[config.mk]
export PLATFORM = sky130hd
export DESIGN_NAME = fragment_reassembly_tracker_core
export DESIGN_NICKNAME = d
export VERILOG_FILES = /design/src/rtl/frt_pkg.sv /design/src/rtl/frt_in_stage.sv /design/src/rtl/frt_track.sv /design/src/rtl/frt_out_reg.sv /design/src/rtl/fragment_reassembly_tracker_core.sv
export VERILOG_INCLUDE_DIRS = /design/src /design/src/rtl
export SDC_FILE = /design/constraint.sdc
export NUM_CORES = 1
export LEC_CHECK = 0
export ABC_AREA = 1
export BUFFER_PORTS_ARGS = -buffer_cell sky130_fd_sc_hd__buf_2
export CAP_MARGIN = 20
export CORE_UTILIZATION = 55
export CTS_BUF_LIST = sky130_fd_sc_hd__clkbuf_4
export DETAILED_ROUTE_END_ITERATION = 6
export PLACE_DENSITY = 0.82
export SYNTH_ARGS = -nofsm -noshare
export SYNTH_HDL_FRONTEND = slang
export SYNTH_SLANG_ARGS = --single-unit
[constraint.sdc]
create_clock -name clk -period 16.5 [get_ports clk]
set_input_delay 4.125 -clock clk [delete_from_list [all_inputs] [get_ports clk]]
set_output_delay 4.125 -clock clk [all_outputs]
set_load 0.01 [all_outputs]
[src/rtl/fragment_reassembly_tracker_core_assert.svh]
// Assertion macros shared by the fragment reassembly tracker RTL.
`ifndef FRAGMENT_REASSEMBLY_TRACKER_CORE_ASSERT_SVH
`define FRAGMENT_REASSEMBLY_TRACKER_CORE_ASSERT_SVH

// Same-cycle implication, checked at every rising edge outside reset.
`define FRT_ASSERT_IMP(label, clk, rst_n, ante, cons) \
  label: assert property (@(posedge clk) disable iff (!rst_n) (ante) |-> (cons)) \
    else $error("fragment reassembly tracker: implication failed");

// Next-cycle implication, checked at every rising edge outside reset.
`define FRT_ASSERT_NXT(label, clk, rst_n, ante, cons) \
  label: assert property (@(posedge clk) disable iff (!rst_n) (ante) |=> (cons)) \
    else $error("fragment reassembly tracker: next-cycle implication failed");

`endif

[src/rtl/frt_pkg.sv]
// Types and constants shared by the fragment reassembly tracker modules.
package frt_pkg;

  localparam int DlenW   = 11;
  localparam int FrameW  = 16;
  localparam int IdxW    = 8;
  localparam int CountW  = 8;
  localparam int OffW    = 19;
  localparam int SumW    = OffW + 1;
  localparam int PlenW   = 11;
  localparam int FsizeW  = 11;
  localparam int GotW    = 9;
  localparam int TotalW  = 32;
  localparam int InDataW  = 48;
  localparam int OutDataW = 88;
  localparam int CfgIdxW  = 1;
  localparam int CfgDataW = 19;

  localparam int HeaderBytes  = 4;
  localparam int MaxFragments = 256;
  localparam int MapDepth     = 256;

  localparam logic [OffW-1:0]   CapReset   = 19'd262144;
  localparam logic [FsizeW-1:0] FsizeReset = 11'd1400;

  localparam logic [CfgIdxW-1:0] CfgBufferCapacity = 1'b0;
  localparam logic [CfgIdxW-1:0] CfgFragmentSize   = 1'b1;

  typedef struct packed {
    logic              mode;
    logic              is_short;
    logic [FrameW-1:0] frame_number;
    logic [IdxW-1:0]   fragment_index;
    logic [CountW-1:0] fragment_total;
    logic [PlenW-1:0]  payload_bytes;
    logic [OffW-1:0]   offset;
  } in_item_t;

  typedef struct packed {
    logic              write_enable;
    logic              write_buffer;
    logic [OffW-1:0]   write_offset;
    logic [PlenW-1:0]  payload_bytes;
    logic              frame_complete;
    logic [OffW-1:0]   frame_bytes;
    logic              handed_off;
    logic              handoff_buffer;
    logic [TotalW-1:0] complete_count;
  } result_t;

endpackage

[src/rtl/frt_in_stage.sv]
// Input register stage: takes a request, splits the header fields and forms the write offset.
module frt_in_stage (
  input  logic                         clk,
  input  logic                         rst_n,
  input  logic                         in_tvalid,
  output logic                         in_tready,
  input  logic [frt_pkg::InDataW-1:0]  in_tdata,
  input  logic                         in_tuser,
  input  logic [frt_pkg::FsizeW-1:0]   frag_size,
  input  logic                         advance,
  output logic                         s1_valid,
  output frt_pkg::in_item_t            s1_item
);
  import frt_pkg::*;

  logic     valid_r, valid_nxt;
  logic     accept;
  in_item_t item_r, item_nxt;
  logic [DlenW-1:0] dlen;

  always_comb begin
    in_tready = !valid_r || advance;
    accept    = in_tvalid && in_tready;
    if (accept) begin
      valid_nxt = 1'b1;
    end else if (advance) begin
      valid_nxt = 1'b0;
    end else begin
      valid_nxt = valid_r;
    end
    dlen                    = in_tdata[10:0];
    item_nxt.mode           = in_tuser;
    item_nxt.is_short       = dlen < DlenW'(HeaderBytes);
    item_nxt.frame_number   = in_tdata[26:11];
    item_nxt.fragment_index = in_tdata[34:27];
    item_nxt.fragment_total = in_tdata[42:35];
    item_nxt.payload_bytes  = PlenW'(dlen - DlenW'(HeaderBytes));
    item_nxt.offset         = OffW'(in_tdata[34:27]) * OffW'(frag_size);
  end

  always_ff @(posedge clk) begin
    if (!rst_n) begin
      valid_r <= 1'b0;
    end else begin
      valid_r <= valid_nxt;
    end
  end

  always_ff @(posedge clk) begin
    if (accept) begin
      item_r <= item_nxt;
    end
  end

  assign s1_valid = valid_r;
  assign s1_item  = item_r;

endmodule

[src/rtl/frt_track.sv]
// Frame tracking state and the combinational update that forms each result.
module frt_track (
  input  logic                     clk,
  input  logic                     rst_n,
  input  logic                     fire,
  input  frt_pkg::in_item_t        item,
  input  logic [frt_pkg::OffW-1:0] buf_cap,
  output frt_pkg::result_t         res
);
  import frt_pkg::*;

  logic                tracking_r, tracking_nxt;
  logic [FrameW-1:0]   cur_frame_r, cur_frame_nxt;
  logic [CountW-1:0]   needed_r, needed_nxt;
  logic [GotW-1:0]     got_r, got_nxt;
  logic [OffW-1:0]     end_r, end_nxt;
  logic [MapDepth-1:0] seen_r, seen_nxt;
  logic                fill_r, fill_nxt;
  logic                busy_r, busy_nxt;
  logic [TotalW-1:0]   total_r, total_nxt;
  logic                restart;
  logic                in_range;
  logic                fits;
  logic [SumW-1:0]     end_pos;

  always_comb begin
    tracking_nxt  = tracking_r;
    cur_frame_nxt = cur_frame_r;
    needed_nxt    = needed_r;
    got_nxt       = got_r;
    end_nxt       = end_r;
    seen_nxt      = seen_r;
    fill_nxt      = fill_r;
    busy_nxt      = busy_r;
    total_nxt     = total_r;
    restart       = !tracking_r || (item.frame_number != cur_frame_r);
    in_range      = GotW'(item.fragment_index) < GotW'(MaxFragments);
    end_pos       = SumW'(item.offset) + SumW'(item.payload_bytes);
    fits          = end_pos <= SumW'(buf_cap);
    res           = '0;

    if (item.mode) begin
      busy_nxt = 1'b0;
    end else if (!item.is_short && (item.fragment_total != '0)) begin
      if (restart) begin
        tracking_nxt  = 1'b1;
        cur_frame_nxt = item.frame_number;
        needed_nxt    = item.fragment_total;
        got_nxt       = '0;
        end_nxt       = '0;
        seen_nxt      = '0;
      end
      if (in_range && fits) begin
        if (!seen_nxt[item.fragment_index]) begin
          seen_nxt[item.fragment_index] = 1'b1;
          got_nxt                       = got_nxt + 1'b1;
          if (end_pos > SumW'(end_nxt)) begin
            end_nxt = end_pos[OffW-1:0];
          end
          res.write_enable  = 1'b1;
          res.write_buffer  = fill_r;
          res.write_offset  = item.offset;
          res.payload_bytes = item.payload_bytes;
        end
        if ((got_nxt >= GotW'(needed_nxt)) && (end_nxt != '0)) begin
          total_nxt          = total_r + 1'b1;
          res.frame_complete = 1'b1;
          res.frame_bytes    = end_nxt;
          if (!busy_r) begin
            res.handed_off     = 1'b1;
            res.handoff_buffer = fill_r;
            busy_nxt           = 1'b1;
            fill_nxt           = !fill_r;
          end
          tracking_nxt = 1'b0;
        end
      end
    end
    res.complete_count = total_nxt;
  end

  always_ff @(posedge clk) begin
    if (!rst_n) begin
      tracking_r  <= 1'b0;
      cur_frame_r <= '0;
      needed_r    <= '0;
      got_r       <= '0;
      end_r       <= '0;
      seen_r      <= '0;
      fill_r      <= 1'b0;
      busy_r      <= 1'b0;
      total_r     <= '0;
    end else if (fire) begin
      tracking_r  <= tracking_nxt;
      cur_frame_r <= cur_frame_nxt;
      needed_r    <= needed_nxt;
      got_r       <= got_nxt;
      end_r       <= end_nxt;
      seen_r      <= seen_nxt;
      fill_r      <= fill_nxt;
      busy_r      <= busy_nxt;
      total_r     <= total_nxt;
    end
  end

endmodule

[src/rtl/frt_out_reg.sv]
// Result register: holds one result until the downstream side takes it.
module frt_out_reg (
  input  logic                          clk,
  input  logic                          rst_n,
  input  logic                          s1_valid,
  input  frt_pkg::result_t              res,
  output logic                          advance,
  output logic                          out_tvalid,
  input  logic                          out_tready,
  output logic [frt_pkg::OutDataW-1:0]  out_tdata
);
  import frt_pkg::*;

  logic    valid_r, valid_nxt;
  logic    load;
  result_t res_r;

  always_comb begin
    advance   = !valid_r || out_tready;
    load      = advance && s1_valid;
    valid_nxt = advance ? s1_valid : valid_r;
  end

  always_ff @(posedge clk) begin
    if (!rst_n) begin
      valid_r <= 1'b0;
    end else begin
      valid_r <= valid_nxt;
    end
  end

  always_ff @(posedge clk) begin
    if (load) begin
      res_r <= res;
    end
  end

  assign out_tvalid = valid_r;
  assign out_tdata  = {2'b00, res_r.complete_count, res_r.handoff_buffer, res_r.handed_off,
                       res_r.frame_bytes, res_r.frame_complete, res_r.payload_bytes,
                       res_r.write_offset, res_r.write_buffer, res_r.write_enable};

endmodule

[src/rtl/fragment_reassembly_tracker_core.sv]
// Top level of the fragment reassembly tracker: configuration registers and the two-stage path.
//
// Each request is either a datagram header (tuser low) or a note that the decoder is free
// (tuser high), and each request yields exactly one result. The block takes one request per
// clock cycle for as long as results are taken. The result of an accepted request passes through
// the input register, then the result register, from which it is presented. All tracking state,
// including the 256-entry fragment map, is updated combinationally between those registers, so
// consecutive requests see each other's effect with no bubble. The fragment map is cleared at
// once when a new frame starts, and no clearing pass runs after reset. Configuration writes
// must only be made while no request is in flight.
module fragment_reassembly_tracker_core (
  input  logic                          clk,
  input  logic                          rst_n,
  input  logic                          cfg_we,
  input  logic [frt_pkg::CfgIdxW-1:0]   cfg_index,
  input  logic [frt_pkg::CfgDataW-1:0]  cfg_data,
  input  logic                          in_tvalid,
  output logic                          in_tready,
  // datagram_length[10:0], frame_number[26:11], fragment_index[34:27],
  // fragment_total[42:35], zero pad[47:43]
  input  logic [frt_pkg::InDataW-1:0]   in_tdata,
  // mode[0]
  input  logic                          in_tuser,
  output logic                          out_tvalid,
  input  logic                          out_tready,
  // write_enable[0], write_buffer[1], write_offset[20:2], payload_bytes[31:21],
  // frame_complete[32], frame_bytes[51:33], handed_off[52], handoff_buffer[53],
  // complete_count[85:54], zero pad[87:86]
  output logic [frt_pkg::OutDataW-1:0]  out_tdata
);
  import frt_pkg::*;

  logic [OffW-1:0]   cap_r;
  logic [FsizeW-1:0] fsize_r;
  logic              advance;
  logic              s1_valid;
  logic              fire;
  in_item_t          s1_item;
  result_t           res_w;

  always_ff @(posedge clk) begin
    if (!rst_n) begin
      cap_r   <= CapReset;
      fsize_r <= FsizeReset;
    end else if (cfg_we) begin
      case (cfg_index)
        CfgBufferCapacity: cap_r   <= cfg_data[OffW-1:0];
        CfgFragmentSize:   fsize_r <= cfg_data[FsizeW-1:0];
        default: ;
      endcase
    end
  end

  assign fire = advance && s1_valid;

  frt_in_stage u_in_stage (
    .clk       (clk),
    .rst_n     (rst_n),
    .in_tvalid (in_tvalid),
    .in_tready (in_tready),
    .in_tdata  (in_tdata),
    .in_tuser  (in_tuser),
    .frag_size (fsize_r),
    .advance   (advance),
    .s1_valid  (s1_valid),
    .s1_item   (s1_item)
  );

  frt_track u_track (
    .clk     (clk),
    .rst_n   (rst_n),
    .fire    (fire),
    .item    (s1_item),
    .buf_cap (cap_r),
    .res     (res_w)
  );

  frt_out_reg u_out_reg (
    .clk        (clk),
    .rst_n      (rst_n),
    .s1_valid   (s1_valid),
    .res        (res_w),
    .advance    (advance),
    .out_tvalid (out_tvalid),
    .out_tready (out_tready),
    .out_tdata  (out_tdata)
  );

`include "fragment_reassembly_tracker_core_assert.svh"

  `FRT_ASSERT_IMP(a_hand_needs_done, clk, rst_n, out_tvalid && out_tdata[52], out_tdata[32])
  `FRT_ASSERT_IMP(a_done_has_bytes, clk, rst_n, out_tvalid && out_tdata[32],
                  out_tdata[51:33] != '0)
  `FRT_ASSERT_IMP(a_write_in_capacity, clk, rst_n, out_tvalid && out_tdata[0],
                  (SumW'(out_tdata[20:2]) + SumW'(out_tdata[31:21])) <= SumW'(cap_r))
  `FRT_ASSERT_NXT(a_no_double_hand, clk, rst_n, fire && res_w.handed_off,
                  !(fire && res_w.handed_off))

endmodule
==> results of run 1 <==
-- synth_stat cells, types with 3 or more instances --
cell type,number
a211oi_1,4
a21o_1,3
a21oi_1,176
a22oi_1,240
and2_1,5
buf_1,12
buf_2,29
buf_4,6
clkbuf_1,170
clkinv_1,6
dfxtp_1,375
edfxtp_1,150
fa_1,55
ha_1,97
inv_1,356
inv_2,4
mux2i_1,7
nand2_1,829
nand2_2,3
nand3_1,186
nand4_1,61
nor2_1,515
nor3_1,30
nor3_2,3
nor4_1,19
o211ai_1,9
o21ai_0,103
o21ai_1,10
o21bai_1,3
xnor2_1,12
xor2_1,32
-- tightest hold or removal path: cells and delay by family (launching register included) --
kind            cells  cell delay [ns]
compound gates      1             0.05
flops               1             0.31
simple gates        1             0.06
-- area by class of cell --
| type | count | area, um^2 | area share |
|---|---|---|---|
| Clock inverter | 37 | 214 | 0.00703 |
| Clock buffer | 210 | 1580 | 0.0518 |
| Inverter | 366 | 1380 | 0.0455 |
| Tap cell | 664 | 831 | 0.0273 |
| Sequential cell | 525 | 12000 | 0.395 |
| Multi-Input combinational cell | 2422 | 13200 | 0.432 |
| Timing Repair Buffer | 215 | 1240 | 0.0409 |
| Antenna cell | 2 | 5.00 | 0.000165 |
-- worst min-delay path by stage --
stage | slack, ns | from | to | depth (start not counted)
after CTS | 0.47 | u_track.seen_r[253] | u_track.seen_r[253] | 2
final | 0.46 | u_track.seen_r[244] | u_track.seen_r[244] | 2
after detailed placement | 0.46 | u_track.seen_r[253] | u_track.seen_r[253] | 2
after global placement | 0.45 | cap_r[1] | cap_r[1] | 2
after global routing | 0.48 | u_track.needed_r[0] | u_track.needed_r[0] | 2
after floorplan | 0.44 | cap_r[10] | cap_r[10] | 2
-- metal layers --
metal	up-vias	track usage	wire (um)	share of wire
met5	-	0	0	0
met4	0	0.127	2170	0.030
met3	198	0.0671	6840	0.096
met2	1209	0.450	33000	0.46
met1	11400	0.368	29500	0.41
li1	12000	-	-	-
-- kinds of logic after synthesis --
kind of cell    Yosys count  share of synthesized area
simple gates           1662                      0.249
buf+inv                 585                     0.0832
compound gates          555                      0.126
flops                   525                      0.440
fa+ha+maj               152                     0.0848
xor+xnor                 44                     0.0141
mux                       7                    0.00257
other cells               1                   0.000137
-- power groups by stage --
stage / registers (mW) / clock network, mW / logic (mW)
floorplan: 1.47 / 0 / 0.711
global placement: 1.48 / 0 / 0.936
detailed placement: 1.49 / 0 / 0.960
CTS: 1.46 / 1.18 / 0.968
global route: 1.46 / 1.25 / 1.10
finish: 1.46 / 1.16 / 0.987
-- registers in the layout (all words and copies together), names as in the netlist --
register	cells
cap_r	19
u_in_stage.s1_item	64
u_track.fill_r	1
u_track.busy_r	1
u_track.seen_r	256
u_out_reg.out_tvalid	1
u_track.cur_frame_r	16
u_track.got_r	9
u_in_stage.s1_valid	1
u_track.end_r	19
u_track.total_r	32
u_track.tracking_r	1
fsize_r	11
u_track.needed_r	8
u_out_reg.out_tdata	86
-- per-stage QoR --
stage          hold WS [ns]  setup slack, ns  instance area (um^2)
2_1_floorplan         0.435             8.06                 27300
3_3_place_gp          0.451             7.79                 28600
3_5_place_dp          0.456             7.75                 28600
4_1_cts               0.466             7.83                 30400
5_1_grt               0.478             7.79                 30400
6_report              0.465             7.83                 30400
==> results_dict.tcl, run 1 <==
set metrics [dict create \
    place.gp.congestion 0.912 \
    fin_total_pwr_mw 3.60 \
    synth_seq_cells 525 \
    dp.final_hpwl_mm 45.9 \
    h-tree-depth 4 \
    p_leak_nw 13.6 \
    die-width_um 225 \
    fp.dieH_um 225 \
    startpoint "out_tready" \
    grt_pass1_wl_mm 115 \
    timing.rr.start "u_in_stage.s1_item[39]" \
    die_area_um2 50500 \
    finalMaxSlewViolations 0 \
    syn-cell-area_um2 27300 \
    yosys_warnings 0 \
    cap_violations 0 \
    crit_type "input pin to output pin" \
    skew_ns 0.0671 \
    ios 164 \
    path_common_cell "buf_2" \
    cts.clk_slew.worst_paths_ns 0.06 \
    tightest_slew_ns 1.15 \
    layout_commonest_cell "nand2_1" \
    min_period_over_period 0.525 \
    cts_setup_buffers 0 \
    nFillCells 4199 \
    initial_core_util 0.558 \
    synthCells 3531 \
    cts_buffers 140 \
    synth_edf_count 150 \
    clkLatencyLatePin_ns 1.00 \
    crit_path_end_kind "output pin" \
    avgViaCountPerCell 5.57 \
    p_per_area_nw_per_um2 118 \
    rr_endpoint "u_track.total_r[10]" \
    ir_drop_mv 0.114 \
    portBuffers 156 \
    routed_wl_mm 71.5 \
    place_inst 4187 \
    power.switching_mw 1.24 \
    rsz0062_at_grt "false" \
    min_period_ns 8.67 \
    setup_viol 0 \
    p_sw_frac 0.345 \
    slowest_stage "buf_2" \
    power.share.clock 0.321 \
    globalRouteTotalUtil 0.284 \
    clockBufferDepth 3 \
    drive_gt1_frac 0.127 \
    ys_seq_area_frac 0.440 \
    vias 24800 \
    drc 0 \
    cts_sinks 525 \
    hold_violations 0 \
    cts-root-buf "clkbuf_4" \
    p_int_mw 2.36 \
    combPwrFrac 0.274 \
    mostFrequentLayoutCells "nand2_1 (828), nor2_1 (511), dfxtp_1 (375)" \
    synth.largest_area_cell "dfxtp_1" \
    grt_pass1_vias 23200 \
    crit_chain "buf_2 > inv_1 > nand3_1 > buf_2" \
    setup_tns_ns 0 \
    crit_family "buffers and inverters" \
    final_util 0.621 \
    nets 3896 \
    synth_area_per_cell_um2 7.73 \
    cp.arrival_ns 4.54 \
    drt_iter0_drc 2800 \
    worstRegToRegCells 35 \
    reg2reg_slack_ns 9.24 \
    synth_cell_types 47 \
    synth_top_area_share 0.275 \
    synth-async-reset-ratio 0 \
    cts_resized 0 \
    drt_first_pass_iters 6 \
    wire_per_inst_um 16.1 \
    holdCritPathClass "register to register" \
    ys.flop_type "dfxtp_1" \
    cp-start-kind "input pin" \
    cp-endpoint "in_tready" \
    cp.required_ns 12.38 \
    ant_nets 0 \
    stdcell_count 4441 \
    cp_max_fo 3 \
    critPathBufInv 3 \
    grt.overflow.total 0 \
    yosys-top-cells-area "dfxtp_1 (28%), edfxtp_1 (17%), nand2_1 (11%)" \
    p_seq_frac 0.405 \
    antenna_found_initial 2 \
    area_growth_pct 11.4 \
    tritoncts "yes" \
    row_count 81 \
    slew_headroom 0.229 \
    grt_max_degree 138 \
    cp_slowest_stage_delay_ns 0.16 \
    path_depth 4 \
    status "finished clean" \
    max_freq_mhz 115 \
    cts-hold-fix-buffers 0 \
    core-area_um2 49000 \
]
No activity file was read; power rests on OpenSTA's default activity.
==> run 2, diff against run 1 <==
--- a/config.mk
+++ b/config.mk
@@ -12,7 +12,7 @@
 export CORE_UTILIZATION = 55
 export CTS_BUF_LIST = sky130_fd_sc_hd__clkbuf_4
 export DETAILED_ROUTE_END_ITERATION = 6
-export PLACE_DENSITY = 0.82
+export PLACE_DENSITY = 0.85
 export SYNTH_ARGS = -nofsm -noshare
 export SYNTH_HDL_FRONTEND = slang
 export SYNTH_SLANG_ARGS = --single-unit
==> constraint.sdc (replaced) <==
create_clock -name clk -period 7.25 [get_ports clk]
set_input_delay 1.8125 -clock clk [delete_from_list [all_inputs] [get_ports clk]]
set_output_delay 1.8125 -clock clk [all_outputs]
set_load 0.01 [all_outputs]
==> run 2 against run 1 <==
Sequential share of layout area decreased by 0.18 points. Global-route usage rose by 0.52 points. Largest cell class unchanged. Largest power group unchanged. Via count increased by 1.6%. First-iteration DRC count grew 8.6%. Critical endpoint is now u_track.total_r[1].
==> results_dict.tcl, run 2 (synthesized netlist as in run 1, its figures left out) <==
set metrics [dict create \
    routed_wl_mm 73.2 \
    mostFrequentLayoutCells "nand2_1 (828), nor2_1 (512), dfxtp_1 (375)" \
    drt_iter0_drc 3042 \
    fp.dieH_um 225 \
    cp_max_fo 30 \
    status "finished clean" \
    dp.final_hpwl_mm 47.4 \
    dpl_cell_area_um2 28700 \
    cts_sinks 525 \
    die-width_um 225 \
    crit_path_end_kind "register" \
    reg2reg_slack_ns 1.07 \
    max_freq_mhz 162 \
    tightest_slew_ns 1.16 \
    drive_gt1_frac 0.130 \
    p_int_mw 5.45 \
    worstRegToRegCells 35 \
    drc 0 \
    avgViaCountPerCell 5.65 \
    fin_area_um2 30600 \
    power.switching_mw 2.84 \
    cts.clk_slew.worst_paths_ns 0.06 \
    h-tree-depth 4 \
    clkLatencyLatePin_ns 1.01 \
    cp_slowest_stage_delay_ns 0.74 \
    slew_headroom 0.221 \
    cp.arrival_ns 7.05 \
    vias 25200 \
    layout_commonest_cell "nand2_1" \
    top_register "u_track.seen_r" \
    cap_violations 0 \
    die_area_um2 50500 \
    grt_max_degree 183 \
    setup_viol 0 \
    setup_tns_ns 0 \
    timing.rr.start "u_in_stage.s1_item[38]" \
    cts-root-buf "clkbuf_4" \
    cp-start-kind "register" \
    ios 164 \
    finalMaxSlewViolations 0 \
    p_leak_nw 13.7 \
    largest_reg_flops 256 \
    p_sw_frac 0.343 \
    cts-hold-fix-buffers 0 \
    cp.required_ns 8.12 \
    drt_first_pass_iters 6 \
    rsz0062_at_grt "false" \
    critPathBufInv 7 \
    antenna_found_initial 2 \
    min_period_ns 6.18 \
    grt_pass1_vias 23100 \
    p_per_area_nw_per_um2 271 \
    power.share.clock 0.324 \
    hold_violations 0 \
    skew_ns 0.0605 \
    portBuffers 156 \
    min_period_over_period 0.853 \
    ant_nets 0 \
    cts_buffers 139 \
    crit_family "simple AND/OR/NAND/NOR gates" \
    grt_pass1_wl_mm 116 \
    worstHoldStart "cap_r[5]" \
    cts_resized 0 \
    ir_drop_mv 0.181 \
    place.gp.congestion 0.949 \
    core-area_um2 49000 \
    tritoncts "yes" \
    wire_per_inst_um 16.4 \
    area_growth_pct 12.0 \
    holdPathEnd "cap_r[5]" \
    holdCritPathClass "register to register" \
    globalRouteTotalUtil 0.289 \
    initial_core_util 0.558 \
    slowest_stage "edfxtp_1" \
    grt.overflow.total 0 \
    rr_endpoint "u_track.total_r[1]" \
    crit_type "register to register" \
    row_count 81 \
    cts_setup_buffers 0 \
    nets 3903 \
    hold_depth 2 \
    path_common_cell "nand2_1" \
    clockBufferDepth 3 \
    combPwrFrac 0.275 \
    p_seq_frac 0.401 \
]
[run 2: changes by cell type in the layout (fill, tap and decap cells not counted), sizes merged]
cell      delta
buf          +7
diode        +4
inv          +2
clkinvlp     -5
clkinv       -4
bufinv       +1
clkbuf       +5
[run 2: cell type report]
type,instances,area (um^2)
Multi-Input combinational cell,2422,13200
Fill cell,4062,18400
Tap cell,664,831
Antenna cell,6,15.0
Clock inverter,31,204
Timing Repair Buffer,223,1360
Sequential cell,525,12000
Clock buffer,214,1610
Inverter,366,1380
[run 2: how the worst max path moves through the flow]
stage | start | endpoint | slack [ns] | depth (start not counted)
after global routing | u_in_stage.s1_item[38] | u_track.total_r[1] | 0.75 | 35
after detailed placement | in_tdata[31] | u_in_stage.s1_item[17] | 0.74 | 24
after CTS | u_in_stage.s1_item[38] | u_track.total_r[1] | 1.29 | 35
after floorplan | in_tdata[34] | u_in_stage.s1_item[18] | 1.12 | 21
after global placement | in_tdata[31] | u_in_stage.s1_item[17] | 0.83 | 24
final | u_in_stage.s1_item[38] | u_track.total_r[1] | 1.07 | 35
[run 2: routing by layer]
| layer | wire, um | global-route usage | part of all wire | vias up |
|---|---|---|---|---|
| li1 | - | - | - | 12000 |
| met1 | 29500 | 0.378 | 0.40 | 11600 |
| met2 | 33700 | 0.454 | 0.46 | 1345 |
| met3 | 7500 | 0.0643 | 0.10 | 217 |
| met4 | 2460 | 0.138 | 0.034 | 0 |
| met5 | 0 | 0 | 0 | - |
[run 2: worst reg2reg max path, delay by kind of cell (launching register included)]
family          cells  cell delay (ns)
simple gates       20             2.48
fa+ha+maj           1             0.28
compound gates      7             1.06
buf+inv             7             1.50
flops               1             0.74
[run 2: power groups by stage]
stage | Sequential, mW | Combinational, mW | Clock [mW]
2_1_floorplan | 3.35 | 1.62 | 0
3_3_place_gp | 3.38 | 2.11 | 0
3_5_place_dp | 3.39 | 2.19 | 0
4_1_cts | 3.32 | 2.22 | 2.72
5_1_grt | 3.33 | 2.53 | 2.89
6_report | 3.33 | 2.28 | 2.68
[run 2: stage by stage]
step	worst slack (ns)	utilization	std cells	total power, mW	hold slack (ns)
after floorplan	1.12	-	3532	4.97	0.435
after global placement	0.834	0.586	4195	5.50	0.452
after detailed placement	0.743	0.586	4197	5.58	0.456
after CTS	1.29	0.623	4442	8.26	0.465
after global routing	0.747	0.624	4451	8.75	0.477
final	1.07	0.624	4451	8.29	0.465
